### config.mk
export PLATFORM = sky130hd
export DESIGN_NAME = midpoint_ellipse_rasterizer_unit_flat
export DESIGN_NICKNAME = d
export VERILOG_FILES = /design/src/rtl/mer_pkg.sv /design/src/rtl/mer_cmd_if.sv /design/src/rtl/mer_pixel_if.sv /design/src/rtl/mer_datapath.sv /design/src/rtl/mer_ctrl.sv /design/src/rtl/midpoint_ellipse_rasterizer_unit.sv /design/src/flat_wrapper.sv
export SDC_FILE = /design/constraint.sdc
export NUM_CORES = 2
export LEC_CHECK = 0
export ABC_CLOCK_PERIOD_IN_PS = 8900
export BUFFER_PORTS_ARGS = -buffer_cell sky130_fd_sc_hd__clkbuf_2
export CAP_MARGIN = 25
export CORE_ASPECT_RATIO = 1.4
export CORE_MARGIN = 2
export CORE_UTILIZATION = 35
export DETAILED_ROUTE_END_ITERATION = 6
export HOLD_SLACK_MARGIN = 0.15
export MAX_ROUTING_LAYER = met4
export SLEW_MARGIN = 20
export SYNTH_ARGS = -nofsm -noshare
export SYNTH_HDL_FRONTEND = slang
export SYNTH_SLANG_ARGS = --single-unit
### constraint.sdc
create_clock -name clk -period 8.9 [get_ports clk]
set_clock_uncertainty 0.15 [all_clocks]
set_input_delay 1.335 -clock clk [delete_from_list [all_inputs] [get_ports clk]]
set_output_delay 1.335 -clock clk [all_outputs]
set_load 0.05 [all_outputs]
### src/rtl/mer_pkg.sv
// Shared command codes, operand selects and control structs of the ellipse rasterizer.
package mer_pkg;

  localparam logic [3:0] OP_NONE  = 4'd0;
  localparam logic [3:0] OP_LOAD  = 4'd1;
  localparam logic [3:0] OP_RX2   = 4'd2;
  localparam logic [3:0] OP_RY2   = 4'd3;
  localparam logic [3:0] OP_INIT1 = 4'd4;
  localparam logic [3:0] OP_DLOAD = 4'd5;
  localparam logic [3:0] OP_DADD4 = 4'd6;
  localparam logic [3:0] OP_DSUB4 = 4'd7;
  localparam logic [3:0] OP_STEP1 = 4'd8;
  localparam logic [3:0] OP_STEP2 = 4'd9;
  localparam logic [3:0] OP_EMIT  = 4'd10;

  localparam logic [2:0] SEL_RADX = 3'd0;
  localparam logic [2:0] SEL_OFFY = 3'd1;
  localparam logic [2:0] SEL_RX2  = 3'd2;
  localparam logic [2:0] SEL_RY2  = 3'd3;
  localparam logic [2:0] SEL_PROD = 3'd4;
  localparam logic [2:0] SEL_TX   = 3'd5;
  localparam logic [2:0] SEL_TY   = 3'd6;

  typedef struct packed {
    logic       mul_en;
    logic [2:0] mul_a;
    logic [2:0] mul_b;
    logic [3:0] op;
  } mer_cmd_t;

  typedef struct packed {
    logic reg1_go;
    logic y_zero;
  } mer_status_t;

endpackage

### src/rtl/mer_cmd_if.sv
// Input channel: start and step items with radii and centre.
interface mer_cmd_if #(
  parameter int RADIUS_BITS = 12,
  parameter int COORD_BITS  = 14
);
  logic                         valid;
  logic                         ready;
  logic                         func;
  logic [RADIUS_BITS-1:0]       radius_x;
  logic [RADIUS_BITS-1:0]       radius_y;
  logic signed [COORD_BITS-1:0] center_x;
  logic signed [COORD_BITS-1:0] center_y;

  modport source (output valid, func, radius_x, radius_y, center_x, center_y, input ready);
  modport sink (input valid, func, radius_x, radius_y, center_x, center_y, output ready);
endinterface

### src/rtl/mer_pixel_if.sv
// Output channel: the four symmetric outline points of one pixel.
interface mer_pixel_if #(
  parameter int COORD_BITS = 14
);
  logic                       valid;
  logic                       ready;
  logic signed [COORD_BITS:0] right_x;
  logic signed [COORD_BITS:0] left_x;
  logic signed [COORD_BITS:0] top_y;
  logic signed [COORD_BITS:0] bottom_y;
  logic                       last;

  modport source (output valid, right_x, left_x, top_y, bottom_y, last, input ready);
  modport sink (input valid, right_x, left_x, top_y, bottom_y, last, output ready);
endinterface

### src/rtl/mer_datapath.sv
// Datapath: radii squares, offsets, scaled decision, shared multiplier and output register.
module mer_datapath #(
  parameter int RADIUS_BITS = 12,
  parameter int COORD_BITS  = 14
) (
  input  logic                         clk,
  input  mer_pkg::mer_cmd_t            cmd,
  input  logic [RADIUS_BITS-1:0]       radius_x,
  input  logic [RADIUS_BITS-1:0]       radius_y,
  input  logic signed [COORD_BITS-1:0] center_x,
  input  logic signed [COORD_BITS-1:0] center_y,
  output mer_pkg::mer_status_t         status,
  output logic signed [COORD_BITS:0]   right_x,
  output logic signed [COORD_BITS:0]   left_x,
  output logic signed [COORD_BITS:0]   top_y,
  output logic signed [COORD_BITS:0]   bottom_y,
  output logic                         last
);

  localparam int R  = RADIUS_BITS;
  localparam int C  = COORD_BITS;
  localparam int MW = 2 * R + 2;   // multiplier operand width
  localparam int DW = 4 * R + 8;   // decision width, scaled by 4
  localparam int SW = ((R > C) ? R : C) + 2;

  logic [R-1:0]      rad_x;
  logic [R-1:0]      offset_x;
  logic [R-1:0]      offset_y;
  logic [2*R-1:0]    rx2;
  logic [2*R-1:0]    ry2;
  logic [3*R-1:0]    sx;        // ry^2 * x
  logic [3*R-1:0]    sy;        // rx^2 * y
  logic [DW-1:0]     dec;
  logic [2*MW-1:0]   prod;
  logic [C-1:0]      centre_x;
  logic [C-1:0]      centre_y;

  logic [MW-1:0]     op_a;
  logic [MW-1:0]     op_b;
  logic [2*MW-1:0]   mul_out;
  logic [R:0]        tx;
  logic [R-1:0]      ty;
  logic [3*R-1:0]    sx_inc;
  logic [3*R-1:0]    sy_dec;
  logic [DW-1:0]     sx_w;
  logic [DW-1:0]     sy_w;
  logic [DW-1:0]     rx2_w;
  logic [DW-1:0]     ry2_w;
  logic [DW-1:0]     prod_w;
  logic [DW-1:0]     d_s1_neg;
  logic [DW-1:0]     d_s1_pos;
  logic [DW-1:0]     d_s2_pos;
  logic [DW-1:0]     d_s2_neg;
  logic              d_neg;
  logic              d_pos;
  logic [SW-1:0]     cx_w;
  logic [SW-1:0]     cy_w;
  logic [SW-1:0]     ox_w;
  logic [SW-1:0]     oy_w;
  logic [SW-1:0]     sum_rx;
  logic [SW-1:0]     sum_lx;
  logic [SW-1:0]     sum_ty;
  logic [SW-1:0]     sum_by;

  assign tx = {offset_x, 1'b1};
  assign ty = offset_y - 1'b1;

  always_comb begin
    unique case (cmd.mul_a)
      mer_pkg::SEL_RADX: op_a = {{(MW-R){1'b0}}, rad_x};
      mer_pkg::SEL_OFFY: op_a = {{(MW-R){1'b0}}, offset_y};
      mer_pkg::SEL_RX2:  op_a = {2'b00, rx2};
      mer_pkg::SEL_RY2:  op_a = {2'b00, ry2};
      mer_pkg::SEL_PROD: op_a = prod[MW-1:0];
      mer_pkg::SEL_TX:   op_a = {{(MW-R-1){1'b0}}, tx};
      mer_pkg::SEL_TY:   op_a = {{(MW-R){1'b0}}, ty};
      default:           op_a = '0;
    endcase
  end

  always_comb begin
    unique case (cmd.mul_b)
      mer_pkg::SEL_RADX: op_b = {{(MW-R){1'b0}}, rad_x};
      mer_pkg::SEL_OFFY: op_b = {{(MW-R){1'b0}}, offset_y};
      mer_pkg::SEL_RX2:  op_b = {2'b00, rx2};
      mer_pkg::SEL_RY2:  op_b = {2'b00, ry2};
      mer_pkg::SEL_PROD: op_b = prod[MW-1:0];
      mer_pkg::SEL_TX:   op_b = {{(MW-R-1){1'b0}}, tx};
      mer_pkg::SEL_TY:   op_b = {{(MW-R){1'b0}}, ty};
      default:           op_b = '0;
    endcase
  end

  assign mul_out = {{MW{1'b0}}, op_a} * {{MW{1'b0}}, op_b};

  // incremental products for the next pixel
  assign sx_inc = sx + {{R{1'b0}}, ry2};
  assign sy_dec = sy - {{R{1'b0}}, rx2};
  assign sx_w   = {{(DW-3*R){1'b0}}, sx_inc};
  assign sy_w   = {{(DW-3*R){1'b0}}, sy_dec};
  assign rx2_w  = {{(DW-2*R){1'b0}}, rx2};
  assign ry2_w  = {{(DW-2*R){1'b0}}, ry2};
  assign prod_w = {{(DW-2*MW){1'b0}}, prod};

  assign d_s1_neg = dec + (sx_w << 3) + (ry2_w << 2);
  assign d_s1_pos = d_s1_neg - (sy_w << 3);
  assign d_s2_pos = dec + (rx2_w << 2) - (sy_w << 3);
  assign d_s2_neg = d_s2_pos + (sx_w << 3);

  assign d_neg = dec[DW-1];
  assign d_pos = !dec[DW-1] && (dec != '0);

  assign status.reg1_go = (sx < sy);
  assign status.y_zero  = (offset_y == '0);

  // outline points wrap to the output width
  assign cx_w   = {{(SW-C){centre_x[C-1]}}, centre_x};
  assign cy_w   = {{(SW-C){centre_y[C-1]}}, centre_y};
  assign ox_w   = {{(SW-R){1'b0}}, offset_x};
  assign oy_w   = {{(SW-R){1'b0}}, offset_y};
  assign sum_rx = cx_w + ox_w;
  assign sum_lx = cx_w - ox_w;
  assign sum_ty = cy_w + oy_w;
  assign sum_by = cy_w - oy_w;

  always_ff @(posedge clk) begin
    if (cmd.mul_en) begin
      prod <= mul_out;
    end
    unique case (cmd.op)
      mer_pkg::OP_NONE: begin
      end
      mer_pkg::OP_LOAD: begin
        rad_x    <= radius_x;
        offset_x <= '0;
        offset_y <= radius_y;
        sx       <= '0;
        centre_x <= center_x;
        centre_y <= center_y;
      end
      mer_pkg::OP_RX2: begin
        rx2 <= prod[2*R-1:0];
      end
      mer_pkg::OP_RY2: begin
        ry2 <= prod[2*R-1:0];
      end
      mer_pkg::OP_INIT1: begin
        sy  <= prod[3*R-1:0];
        dec <= (ry2_w << 2) + rx2_w - (prod_w << 2);
      end
      mer_pkg::OP_DLOAD: begin
        dec <= prod_w;
      end
      mer_pkg::OP_DADD4: begin
        dec <= dec + (prod_w << 2);
      end
      mer_pkg::OP_DSUB4: begin
        dec <= dec - (prod_w << 2);
      end
      mer_pkg::OP_STEP1: begin
        offset_x <= offset_x + 1'b1;
        sx       <= sx_inc;
        if (d_neg) begin
          dec <= d_s1_neg;
        end else begin
          offset_y <= offset_y - 1'b1;
          sy       <= sy_dec;
          dec      <= d_s1_pos;
        end
      end
      mer_pkg::OP_STEP2: begin
        offset_y <= offset_y - 1'b1;
        sy       <= sy_dec;
        if (d_pos) begin
          dec <= d_s2_pos;
        end else begin
          offset_x <= offset_x + 1'b1;
          sx       <= sx_inc;
          dec      <= d_s2_neg;
        end
      end
      mer_pkg::OP_EMIT: begin
        right_x  <= sum_rx[C:0];
        left_x   <= sum_lx[C:0];
        top_y    <= sum_ty[C:0];
        bottom_y <= sum_by[C:0];
        last     <= status.y_zero;
      end
      default: begin
      end
    endcase
  end

endmodule

### src/rtl/mer_ctrl.sv
// Controller: region phase, command sequencing and output valid.
module mer_ctrl (
  input  logic                 clk,
  input  logic                 rst,
  input  logic                 in_valid,
  input  logic                 in_func,
  output logic                 in_ready,
  output logic                 out_valid,
  input  logic                 out_ready,
  input  mer_pkg::mer_status_t status,
  output mer_pkg::mer_cmd_t    cmd
);

  localparam logic [3:0] S_IDLE = 4'd0;
  localparam logic [3:0] S_ST1  = 4'd1;
  localparam logic [3:0] S_ST2  = 4'd2;
  localparam logic [3:0] S_ST3  = 4'd3;
  localparam logic [3:0] S_ST4  = 4'd4;
  localparam logic [3:0] S_E1   = 4'd5;
  localparam logic [3:0] S_E2   = 4'd6;
  localparam logic [3:0] S_E3   = 4'd7;
  localparam logic [3:0] S_E4   = 4'd8;
  localparam logic [3:0] S_E5   = 4'd9;
  localparam logic [3:0] S_E6   = 4'd10;
  localparam logic [3:0] S_S2   = 4'd11;
  localparam logic [3:0] S_EMIT = 4'd12;

  localparam logic [1:0] PH_IDLE = 2'd0;
  localparam logic [1:0] PH_REG1 = 2'd1;
  localparam logic [1:0] PH_REG2 = 2'd2;

  logic [3:0] state;
  logic [3:0] state_next;
  logic [1:0] phase;
  logic [1:0] phase_next;

  assign in_ready = (state == S_IDLE);

  always_comb begin
    state_next = state;
    phase_next = phase;
    cmd.mul_en = 1'b0;
    cmd.mul_a  = mer_pkg::SEL_RADX;
    cmd.mul_b  = mer_pkg::SEL_RADX;
    cmd.op     = mer_pkg::OP_NONE;
    unique case (state)
      S_IDLE: begin
        if (in_valid) begin
          if (!in_func) begin
            cmd.op     = mer_pkg::OP_LOAD;
            state_next = S_ST1;
          end else if (phase == PH_REG1) begin
            if (status.reg1_go) begin
              cmd.op     = mer_pkg::OP_STEP1;
              state_next = S_EMIT;
            end else begin
              state_next = S_E1;
            end
          end else if (phase == PH_REG2) begin
            if (status.y_zero) begin
              phase_next = PH_IDLE;
            end else begin
              cmd.op     = mer_pkg::OP_STEP2;
              state_next = S_EMIT;
            end
          end
        end
      end
      S_ST1: begin
        cmd.mul_en = 1'b1;
        state_next = S_ST2;
      end
      S_ST2: begin
        cmd.op     = mer_pkg::OP_RX2;
        cmd.mul_en = 1'b1;
        cmd.mul_a  = mer_pkg::SEL_OFFY;
        cmd.mul_b  = mer_pkg::SEL_OFFY;
        state_next = S_ST3;
      end
      S_ST3: begin
        cmd.op     = mer_pkg::OP_RY2;
        cmd.mul_en = 1'b1;
        cmd.mul_a  = mer_pkg::SEL_RX2;
        cmd.mul_b  = mer_pkg::SEL_OFFY;
        state_next = S_ST4;
      end
      S_ST4: begin
        cmd.op     = mer_pkg::OP_INIT1;
        phase_next = PH_REG1;
        state_next = S_IDLE;
      end
      // region-2 start value: ry2*tx^2 + 4*rx2*ty^2 - 4*rx2*ry2
      S_E1: begin
        cmd.mul_en = 1'b1;
        cmd.mul_a  = mer_pkg::SEL_TX;
        cmd.mul_b  = mer_pkg::SEL_TX;
        state_next = S_E2;
      end
      S_E2: begin
        cmd.mul_en = 1'b1;
        cmd.mul_a  = mer_pkg::SEL_PROD;
        cmd.mul_b  = mer_pkg::SEL_RY2;
        state_next = S_E3;
      end
      S_E3: begin
        cmd.op     = mer_pkg::OP_DLOAD;
        cmd.mul_en = 1'b1;
        cmd.mul_a  = mer_pkg::SEL_TY;
        cmd.mul_b  = mer_pkg::SEL_TY;
        state_next = S_E4;
      end
      S_E4: begin
        cmd.mul_en = 1'b1;
        cmd.mul_a  = mer_pkg::SEL_PROD;
        cmd.mul_b  = mer_pkg::SEL_RX2;
        state_next = S_E5;
      end
      S_E5: begin
        cmd.op     = mer_pkg::OP_DADD4;
        cmd.mul_en = 1'b1;
        cmd.mul_a  = mer_pkg::SEL_RX2;
        cmd.mul_b  = mer_pkg::SEL_RY2;
        state_next = S_E6;
      end
      S_E6: begin
        cmd.op     = mer_pkg::OP_DSUB4;
        phase_next = PH_REG2;
        state_next = S_S2;
      end
      S_S2: begin
        if (status.y_zero) begin
          phase_next = PH_IDLE;
          state_next = S_IDLE;
        end else begin
          cmd.op     = mer_pkg::OP_STEP2;
          state_next = S_EMIT;
        end
      end
      S_EMIT: begin
        if (!out_valid || out_ready) begin
          cmd.op     = mer_pkg::OP_EMIT;
          state_next = S_IDLE;
          if (status.y_zero) begin
            phase_next = PH_IDLE;
          end
        end
      end
      default: begin
        state_next = S_IDLE;
      end
    endcase
  end

  always_ff @(posedge clk) begin
    if (rst) begin
      state     <= S_IDLE;
      phase     <= PH_IDLE;
      out_valid <= 1'b0;
    end else begin
      state <= state_next;
      phase <= phase_next;
      if (cmd.op == mer_pkg::OP_EMIT) begin
        out_valid <= 1'b1;
      end else if (out_ready) begin
        out_valid <= 1'b0;
      end
    end
  end

`ifndef SYNTHESIS
  // a new point never overwrites one still waiting
  a_no_overwrite: assert property (@(posedge clk) disable iff (rst)
    (cmd.op == mer_pkg::OP_EMIT) |-> (!out_valid || out_ready))
    else $error("output register overwritten");

  a_start_seq: assert property (@(posedge clk) disable iff (rst)
    (state == S_IDLE && in_valid && !in_func) |=> (state == S_ST1))
    else $error("start item did not begin setup");

  a_reg2_entry: assert property (@(posedge clk) disable iff (rst)
    (state == S_E6) |=> (phase == PH_REG2))
    else $error("region 2 not entered");

  a_last_idle: assert property (@(posedge clk) disable iff (rst)
    (cmd.op == mer_pkg::OP_EMIT && status.y_zero) |=> (phase == PH_IDLE && out_valid))
    else $error("last point did not end the outline");
`endif

endmodule

### src/rtl/midpoint_ellipse_rasterizer_unit.sv
// Top level of the midpoint ellipse outline rasterizer.
//
// cmd channel (sink): func 0 starts an ellipse from radius_x, radius_y and the
// centre and gives no result; func 1 steps one pixel along the outline.
// pixel channel (source): right_x, left_x, top_y, bottom_y of the four
// symmetric points; last is high on the point where y reaches 0.
// Sequencing: a start item runs through setup states S_ST1 to S_ST4, which
// use the shared multiplier, before the next item is taken. A step inside a
// region moves to S_EMIT, which writes its point into the output register
// once that register is free; the next item is taken back in S_IDLE. The
// step that crosses into region 2 first runs states S_E1 to S_E6, the six
// multiply/accumulate steps of the region-2 start value, and then S_S2. A
// step with no outline under way, or after the last point, gives no item.
// Reset clears the controller and drops any pending point.
// While the receiver stalls, the finished point is held in the output
// register; one further step item may be taken and is held at its point
// until the register frees.
module midpoint_ellipse_rasterizer_unit #(
  parameter int RADIUS_BITS = 12,
  parameter int COORD_BITS  = 14
) (
  input logic         clk,
  input logic         rst,
  mer_cmd_if.sink     cmd,
  mer_pixel_if.source pixel
);

  mer_pkg::mer_cmd_t    dp_cmd;
  mer_pkg::mer_status_t dp_status;
  logic                 in_ready;
  logic                 out_valid;

  assign cmd.ready   = in_ready;
  assign pixel.valid = out_valid;

  mer_ctrl u_ctrl (
    .clk       (clk),
    .rst       (rst),
    .in_valid  (cmd.valid),
    .in_func   (cmd.func),
    .in_ready  (in_ready),
    .out_valid (out_valid),
    .out_ready (pixel.ready),
    .status    (dp_status),
    .cmd       (dp_cmd)
  );

  mer_datapath #(
    .RADIUS_BITS (RADIUS_BITS),
    .COORD_BITS  (COORD_BITS)
  ) u_datapath (
    .clk      (clk),
    .cmd      (dp_cmd),
    .radius_x (cmd.radius_x),
    .radius_y (cmd.radius_y),
    .center_x (cmd.center_x),
    .center_y (cmd.center_y),
    .status   (dp_status),
    .right_x  (pixel.right_x),
    .left_x   (pixel.left_x),
    .top_y    (pixel.top_y),
    .bottom_y (pixel.bottom_y),
    .last     (pixel.last)
  );

endmodule
### src/flat_wrapper.sv
// flat-port wrapper written by rule: the top's interface ports become plain ports
module midpoint_ellipse_rasterizer_unit_flat 
#(
  parameter int RADIUS_BITS = 12,
  parameter int COORD_BITS  = 14
)
  (clk, rst, cmd_valid, cmd_func, cmd_radius_x, cmd_radius_y, cmd_center_x, cmd_center_y, cmd_ready, pixel_valid, pixel_right_x, pixel_left_x, pixel_top_y, pixel_bottom_y, pixel_last, pixel_ready);
  mer_cmd_if #(.RADIUS_BITS(RADIUS_BITS), .COORD_BITS(COORD_BITS)) cmd_i ();
  mer_pixel_if #(.COORD_BITS(COORD_BITS)) pixel_i ();
  input logic clk;
  input logic rst;
  input wire logic [$bits(cmd_i.valid)-1:0] cmd_valid;
  input wire logic [$bits(cmd_i.func)-1:0] cmd_func;
  input wire logic [$bits(cmd_i.radius_x)-1:0] cmd_radius_x;
  input wire logic [$bits(cmd_i.radius_y)-1:0] cmd_radius_y;
  input wire logic [$bits(cmd_i.center_x)-1:0] cmd_center_x;
  input wire logic [$bits(cmd_i.center_y)-1:0] cmd_center_y;
  output wire logic [$bits(cmd_i.ready)-1:0] cmd_ready;
  output wire logic [$bits(pixel_i.valid)-1:0] pixel_valid;
  output wire logic [$bits(pixel_i.right_x)-1:0] pixel_right_x;
  output wire logic [$bits(pixel_i.left_x)-1:0] pixel_left_x;
  output wire logic [$bits(pixel_i.top_y)-1:0] pixel_top_y;
  output wire logic [$bits(pixel_i.bottom_y)-1:0] pixel_bottom_y;
  output wire logic [$bits(pixel_i.last)-1:0] pixel_last;
  input wire logic [$bits(pixel_i.ready)-1:0] pixel_ready;
  assign cmd_i.valid = cmd_valid;
  assign cmd_i.func = cmd_func;
  assign cmd_i.radius_x = cmd_radius_x;
  assign cmd_i.radius_y = cmd_radius_y;
  assign cmd_i.center_x = cmd_center_x;
  assign cmd_i.center_y = cmd_center_y;
  assign cmd_ready = cmd_i.ready;
  assign pixel_valid = pixel_i.valid;
  assign pixel_right_x = pixel_i.right_x;
  assign pixel_left_x = pixel_i.left_x;
  assign pixel_top_y = pixel_i.top_y;
  assign pixel_bottom_y = pixel_i.bottom_y;
  assign pixel_last = pixel_i.last;
  assign pixel_i.ready = pixel_ready;
  midpoint_ellipse_rasterizer_unit #(.RADIUS_BITS(RADIUS_BITS), .COORD_BITS(COORD_BITS)) u_core (.clk(clk), .rst(rst), .cmd(cmd_i), .pixel(pixel_i));
endmodule
Word level (Yosys, flattened, before mapping)
Index checks and enable logic that the tools add are counted.
{"block": "classes", "n_mul": 1, "n_lt_le_gt_ge": 1, "mux": 41, "reduce_logical": 20, "eq_ne": 45, "add_sub_neg": 18}
{"op": "$pmux W26 S7", "n": 2}
{"op": "$pmux W56 S6", "n": 1}
{"op": "$pmux W36 S3", "n": 2}
{"op": "$add A56 B26 Y56", "n": 2}
{"op": "$add A56 B39 Y56", "n": 2}
{"op": "$mux W56", "n": 2}
{"op": "$sub A56 B39 Y56", "n": 2}
{"op": "$mux W36", "n": 2}
{"op": "$pmux W12 S3", "n": 2}
{"op": "$mux W4", "n": 15}
{"op": "$add A56 B54 Y56", "n": 1}
{"op": "$reduce_bool A56 Y1", "n": 1}
{"op": "$sub A56 B54 Y56", "n": 1}
{"op": "$sub A27 B54 Y55", "n": 1}
{"op": "$mul A26 B26 Y52", "n": 1}
{"op": "$pmux W4 S12", "n": 1}
{"op": "$pmux W6 S7", "n": 1}
{"op": "$add A36 B24 Y36", "n": 1}
{"op": "$lt A36 B36 Y1", "n": 1}
{"op": "$pmux W4 S9", "n": 1}
{"op": "$sub A36 B24 Y36", "n": 1}
{"op": "$eq A4 B3 Y1 const B", "n": 8}
{"op": "$eq A4 B4 Y1 const B", "n": 8}
{"op": "$add A14 B13 Y15", "n": 2}
{"op": "other kinds (33)", "n": 65}
{"block": "totals", "regBits": 360, "elab_cells": 145}

Longest topological paths before layout
{"block": "depth", "word_depth": 10, "depth_mapped": 38, "ltp_nobuf": 37}

Cells and area by module
Synthesis repeated with hierarchy kept, for this count alone.
{"block": "hier_totals", "cells_unflattened": 7376, "hier_area_um2": 62645.1}
{"mod": "mer_datapath", "seq_area_each_um2": 10540.1, "cells_each": 7275, "instances": 1, "area_per_inst_um2": 61871.8}
{"mod": "mer_ctrl", "seq_area_each_um2": 140.1, "cells_each": 101, "instances": 1, "area_per_inst_um2": 773.2}

Worst setup path after synthesis
OpenSTA, ideal clock, no wires.
{"block": "synth_timing", "path_kind": "register -> register", "from": "register u_core.u_datapath.offset_y[2]", "to": "register u_core.u_datapath.prod[51] (data pin)", "setup_slack_ps": -627, "required_ps": 8490, "setup_ps": 260, "period_less_slack_ps": 9527, "path_stages_with_launch": 37, "arrival_time_ps": 9118, "path_cell_list": "edfxtp_1 -> buf_6 -> or4_4 -> nor4_1 -> nand3_1 -> xnor2_1 -> a222oi_1 -> and2_1 -> clkbuf_1 -> clkbuf_1 -> nor2_1 -> fa_1 -> inv_1 -> fa_1 -> inv_1 -> fa_1 -> inv_1 -> fa_1 -> inv_1 -> fa_1 -> fa_1 -> inv_1 -> fa_1 -> inv_1 -> ha_1 -> a211o_1 -> a211o_1 -> o21bai_1 -> o21ai_0 -> o21ai_0 -> a21oi_1 -> o41ai_2 -> o31ai_1 -> o41ai_2 -> o31ai_1 -> a21oi_1 -> xnor2_1"}
{"block": "synth_between", "elab_chain_len": 3, "elab_cells_between_ends": 4, "classes_between": "add/sub (1); mul (1); mux (2)"}
{"item": "from (decl)", "line_no": "mer_datapath.sv:28", "text": "logic [R-1:0] offset_y;"}
{"item": "from (signal assigned)", "line_no": "mer_datapath.sv:136", "text": "offset_y <= radius_y;"}
{"item": "from (signal assigned)", "line_no": "mer_datapath.sv:166", "text": "offset_y <= offset_y - 1'b1;"}
{"item": "from (signal assigned)", "line_no": "mer_datapath.sv:172", "text": "offset_y <= offset_y - 1'b1;"}
{"item": "$sub A12 B1 Y12", "line_no": "mer_datapath.sv:66", "text": "assign ty = offset_y - 1'b1;"}
{"item": "$pmux W26 S7, on equally long branches", "line_no": "mer_datapath.sv:69, mer_datapath.sv:82"}
{"item": "$mul A26 B26 Y52 *", "line_no": "mer_datapath.sv:94", "text": "assign mul_out = {{MW{1'b0}}, op_a} * {{MW{1'b0}}, op_b};"}
{"item": "via u_core.u_datapath.mul_out[51]", "line_no": "mer_datapath.sv:40", "text": "logic [2*MW-1:0] mul_out;"}
{"item": "to (signal assigned)", "line_no": "mer_datapath.sv:128", "text": "prod <= mul_out;"}
{"item": "to (decl)", "line_no": "mer_datapath.sv:34", "text": "logic [2*MW-1:0] prod;"}
The timed path passes the listed nets; every way through them passes the cells marked *.
A chain may end at the register's enable or synchronous reset.

Worst setup path in the final report
{"block": "layout_timing", "from": "register u_core.u_datapath.offset_y[2]", "to": "register u_core.u_datapath.prod[47] (data pin)"}
Same word-level chain as after synthesis.

==> flow_summary.rst <==
.. list-table::
   :header-rows: 1

   * - Metric
     - Value
   * - Global-route wire length before repair
     - 361,000 µm
   * - Most frequent cell after synthesis
     - sky130_fd_sc_hd__inv_1
   * - Delay contributed by the slowest stage of the critical path
     - 0.57 ns
   * - Crit path capture type
     - register
   * - DR iter-0 viols
     - 4,401
   * - Slew at the pin closest to its max-slew limit
     - 1.01 ns
   * - Cell occurring most often along the worst timing path
     - sky130_fd_sc_hd__fa_1
   * - Number of placed cells counting well taps
     - 10.2k
   * - IO Pins
     - 120
   * - Number of antenna violations at the first check in global routing
     - 5
   * - Fillers
     - 17.1k
   * - Wirelength per Cell
     - 23.6 µm
   * - Bufs on Longest Clock Path
     - 3
   * - Worst Path Required
     - 9.12 ns
   * - Result of the run
     - complete, but fails checks
   * - Most used DFF post-synth
     - sky130_fd_sc_hd__edfxtp_1
   * - Max-capacitance violation count
     - 0
   * - Critical path class
     - register to register
   * - Fraction of layout cells with a size suffix above 1
     - 0.175
   * - Clock slew at the register clock pins of the worst setup and hold paths
     - 0.06 ns
   * - Synthesized flop and latch total
     - 358
   * - Most instantiated cells after synthesis
     - 1,069 x sky130_fd_sc_hd__inv_1, 774 x sky130_fd_sc_hd__nand2_1, 652 x sky130_fd_sc_hd__fa_1
   * - Post-synthesis instance area
     - 60,700 µm²
   * - Warnings from Yosys
     - 0
   * - Total congestion overflow
     - 0
   * - Post-route insts no fill
     - 10.3k
   * - Critical Path Start Type
     - register
   * - FF/Latch Area
     - 10,700 µm²
   * - Slew HR
     - 0.318
   * - Clock network latency to the later pin of the worst-skew pair
     - 0.70 ns
   * - Number of port buffers
     - 119
   * - Count of flip-flops with a built-in enable after synthesis
     - 351
   * - Number of global-route vias before repair
     - 58.3k
   * - Final weighted congestion of routability-driven global placement
     - 1.06
   * - Layout overhead on the synthesized area
     - 21.1%
   * - Length of the first detailed-routing pass in iterations
     - 6
   * - Clock tree from TritonCTS
     - done
   * - Die Area
     - 177,000 µm²
   * - Minimum setup slack after placement
     - -0.753 ns
   * - Number of levels the H-tree was split into
     - 2
   * - CTS Root Buffer Type
     - sky130_fd_sc_hd__clkbuf_16
   * - Shortest period the worst path allows
     - 9.33 ns
   * - Starting Density
     - 0.353
   * - TritonCTS buffer count
     - 46
   * - Number of hold violations in the final report
     - 0
   * - Fraction of the yosys area taken by sequential cells
     - 0.176
   * - Final-stage net count
     - 9,302
   * - Worst Path Max Fanout
     - 4
   * - Count of unresolved DRC violations after routing
     - 0
   * - Setup violations, final
     - 13
   * - Setup TNS Final
     - -3.48 ns
   * - Post-route fraction of the period consumed by the critical path
     - 1.05
   * - Count of antenna-violating nets left after detailed routing
     - 0
   * - Cell types occupying the most area after synthesis
     - sky130_fd_sc_hd__fa_1 22%, sky130_fd_sc_hd__edfxtp_1 17%, sky130_fd_sc_hd__ha_1 13%
   * - Core Footprint
     - 172,000 µm²
   * - Half-perimeter wire length after detailed placement
     - 205,000 µm
   * - Slowest cell on crit path
     - sky130_fd_sc_hd__or4_4
   * - WP data arrival
     - 9.55 ns
   * - Via-to-Cell Ratio
     - 5.50
   * - Async set or reset register ratio after synthesis
     - 0
   * - Hold Crit Class
     - register to register
   * - Area of combinational cells with multiple inputs
     - 46,100 µm²
   * - Number of vias after detailed routing
     - 56.5k
   * - Largest net degree at the start of global routing
     - 82
   * - Syn avg cell area
     - 8.55 µm²
   * - Count of mapped cells out of synthesis
     - 7,096
   * - Total global-route track usage
     - 0.280
   * - Final count of pins violating max slew
     - 0
   * - Synth unique cells
     - 104
   * - Post-CTS Hold Buffers
     - 0
   * - Overall routed net length
     - 243,000 µm
   * - Core Rows
     - 180
   * - Die span in y
     - 497 µm
   * - Violated checks
     - negative setup slack
   * - Share of the synthesized area in the top cell type
     - 0.215
   * - Minimum setup slack in the final design
     - -0.432 ns
   * - X dimension of the die
     - 356 µm
   * - F_max
     - 0.107 GHz
   * - Total number of clock tree sinks
     - 358
   * - Cell accounting for the most synthesized area
     - sky130_fd_sc_hd__fa_1
   * - RSZ-0062 raised after global routing
     - true
==> metrics by stage <==
stage	util	hold slack (ns)	cell area [µm²]
floorplan	-	0.293	61000
global placement	0.411	0.313	70800
detailed placement	0.411	0.331	70800
CTS	0.421	0.340	72500
global route	0.427	0.353	73400
finish	0.427	0.344	73400
==> kinds of logic (layout without fill, tap and decap cells) <==
group / count (synthesis) / count (layout) / share of synthesized area
AND/OR/NAND/NOR: 2069 / 2069 / 0.156
AO/OA/AOI/OAI: 1535 / 1535 / 0.165
buffers and inverters: 1353 / 2213 / 0.0852
adder cells (fa/ha/maj): 1273 / 1273 / 0.343
XOR/XNOR: 485 / 485 / 0.0701
flip-flops: 358 / 358 / 0.176
multiplexers: 21 / 21 / 0.00361
other: 2 / 56 / 0.000124
==> flip-flops by register name, indices dropped and copies added, names as in the netlist, 2 cells and up <==
register	cells
u_core.u_ctrl.state	4
u_core.u_datapath.offset_x	12
u_core.u_datapath.centre_y	14
u_core.u_datapath.bottom_y	14
u_core.u_datapath.ry2	24
u_core.u_datapath.right_x	15
u_core.u_datapath.centre_x	14
u_core.u_datapath.offset_y	12
u_core.u_datapath.sx	36
u_core.u_datapath.sy	36
u_core.u_datapath.dec	56
u_core.u_datapath.rad_x	12
u_core.u_datapath.left_x	14
u_core.u_datapath.top_y	15
u_core.u_datapath.rx2	24
u_core.u_datapath.prod	52
u_core.u_ctrl.phase	2
==> cells in the final DEF (no fill, tap or decap), types with 77 or more instances in the layout <==
cell	n
sky130_fd_sc_hd__nand3_1	105
sky130_fd_sc_hd__nand2_1	766
sky130_fd_sc_hd__ha_1	606
sky130_fd_sc_hd__xnor2_1	303
sky130_fd_sc_hd__edfxtp_1	351
sky130_fd_sc_hd__nor2_1	599
sky130_fd_sc_hd__buf_4	887
sky130_fd_sc_hd__xor2_1	165
sky130_fd_sc_hd__inv_1	1059
sky130_fd_sc_hd__fa_1	645
sky130_fd_sc_hd__a21oi_1	418
sky130_fd_sc_hd__a21o_1	150
sky130_fd_sc_hd__o21ai_0	295
sky130_fd_sc_hd__clkbuf_2	119
sky130_fd_sc_hd__nand2b_1	77
==> timing repair <==
item                       4_1_cts  5_1_grt
buffers inserted                 7       26
setup endpoints to repair       35       47
resized for setup               36      157
pin swaps                       22       47
==> layer usage <==
layer,track usage,vias to the layer above,wire length (µm)
li1,-,25700,-
met1,0.308,28000,90200
met2,0.475,2185,118000
met3,0.0308,709,13900
met4,0.192,0,20600
met5,-,-,0
==> final timing paths <==
kind	start	end	slack, ns	depth (start not counted)
max reg2reg	u_core.u_datapath.offset_y[2]	u_core.u_datapath.prod[47]	-0.43	34
min reg2reg	u_core.u_ctrl.phase[0]	u_core.u_ctrl.phase[0]	0.34	2
min	u_core.u_ctrl.phase[0]	u_core.u_ctrl.phase[0]	0.34	2
max	u_core.u_datapath.offset_y[2]	u_core.u_datapath.prod[47]	-0.43	34
==> worst max-delay path, delay by kind of cell, from the launching register on <==
kind,cells,cell delay [ns]
AO/OA/AOI/OAI,11,2.34
XOR/XNOR,2,0.32
adder cells (fa/ha/maj),8,3.68
buffers and inverters,8,0.89
flip-flops,1,0.39
AND/OR/NAND/NOR,5,1.24
==> layout make-up <==
| type | count | share of cell area |
|---|---|---|
| clock inverter | 34 | 0.00503 |
| multi-input combinational | 5435 | 0.628 |
| clock buffer | 48 | 0.0158 |
| inverter | 1071 | 0.0547 |
| timing repair buffer | 1060 | 0.113 |
| antenna | 4 | 0.000136 |
| tap | 2275 | 0.0388 |
| sequential | 358 | 0.145 |
Power is not shown: default switching activity piles up to over one toggle a cycle in this logic, so the estimate is an artifact.
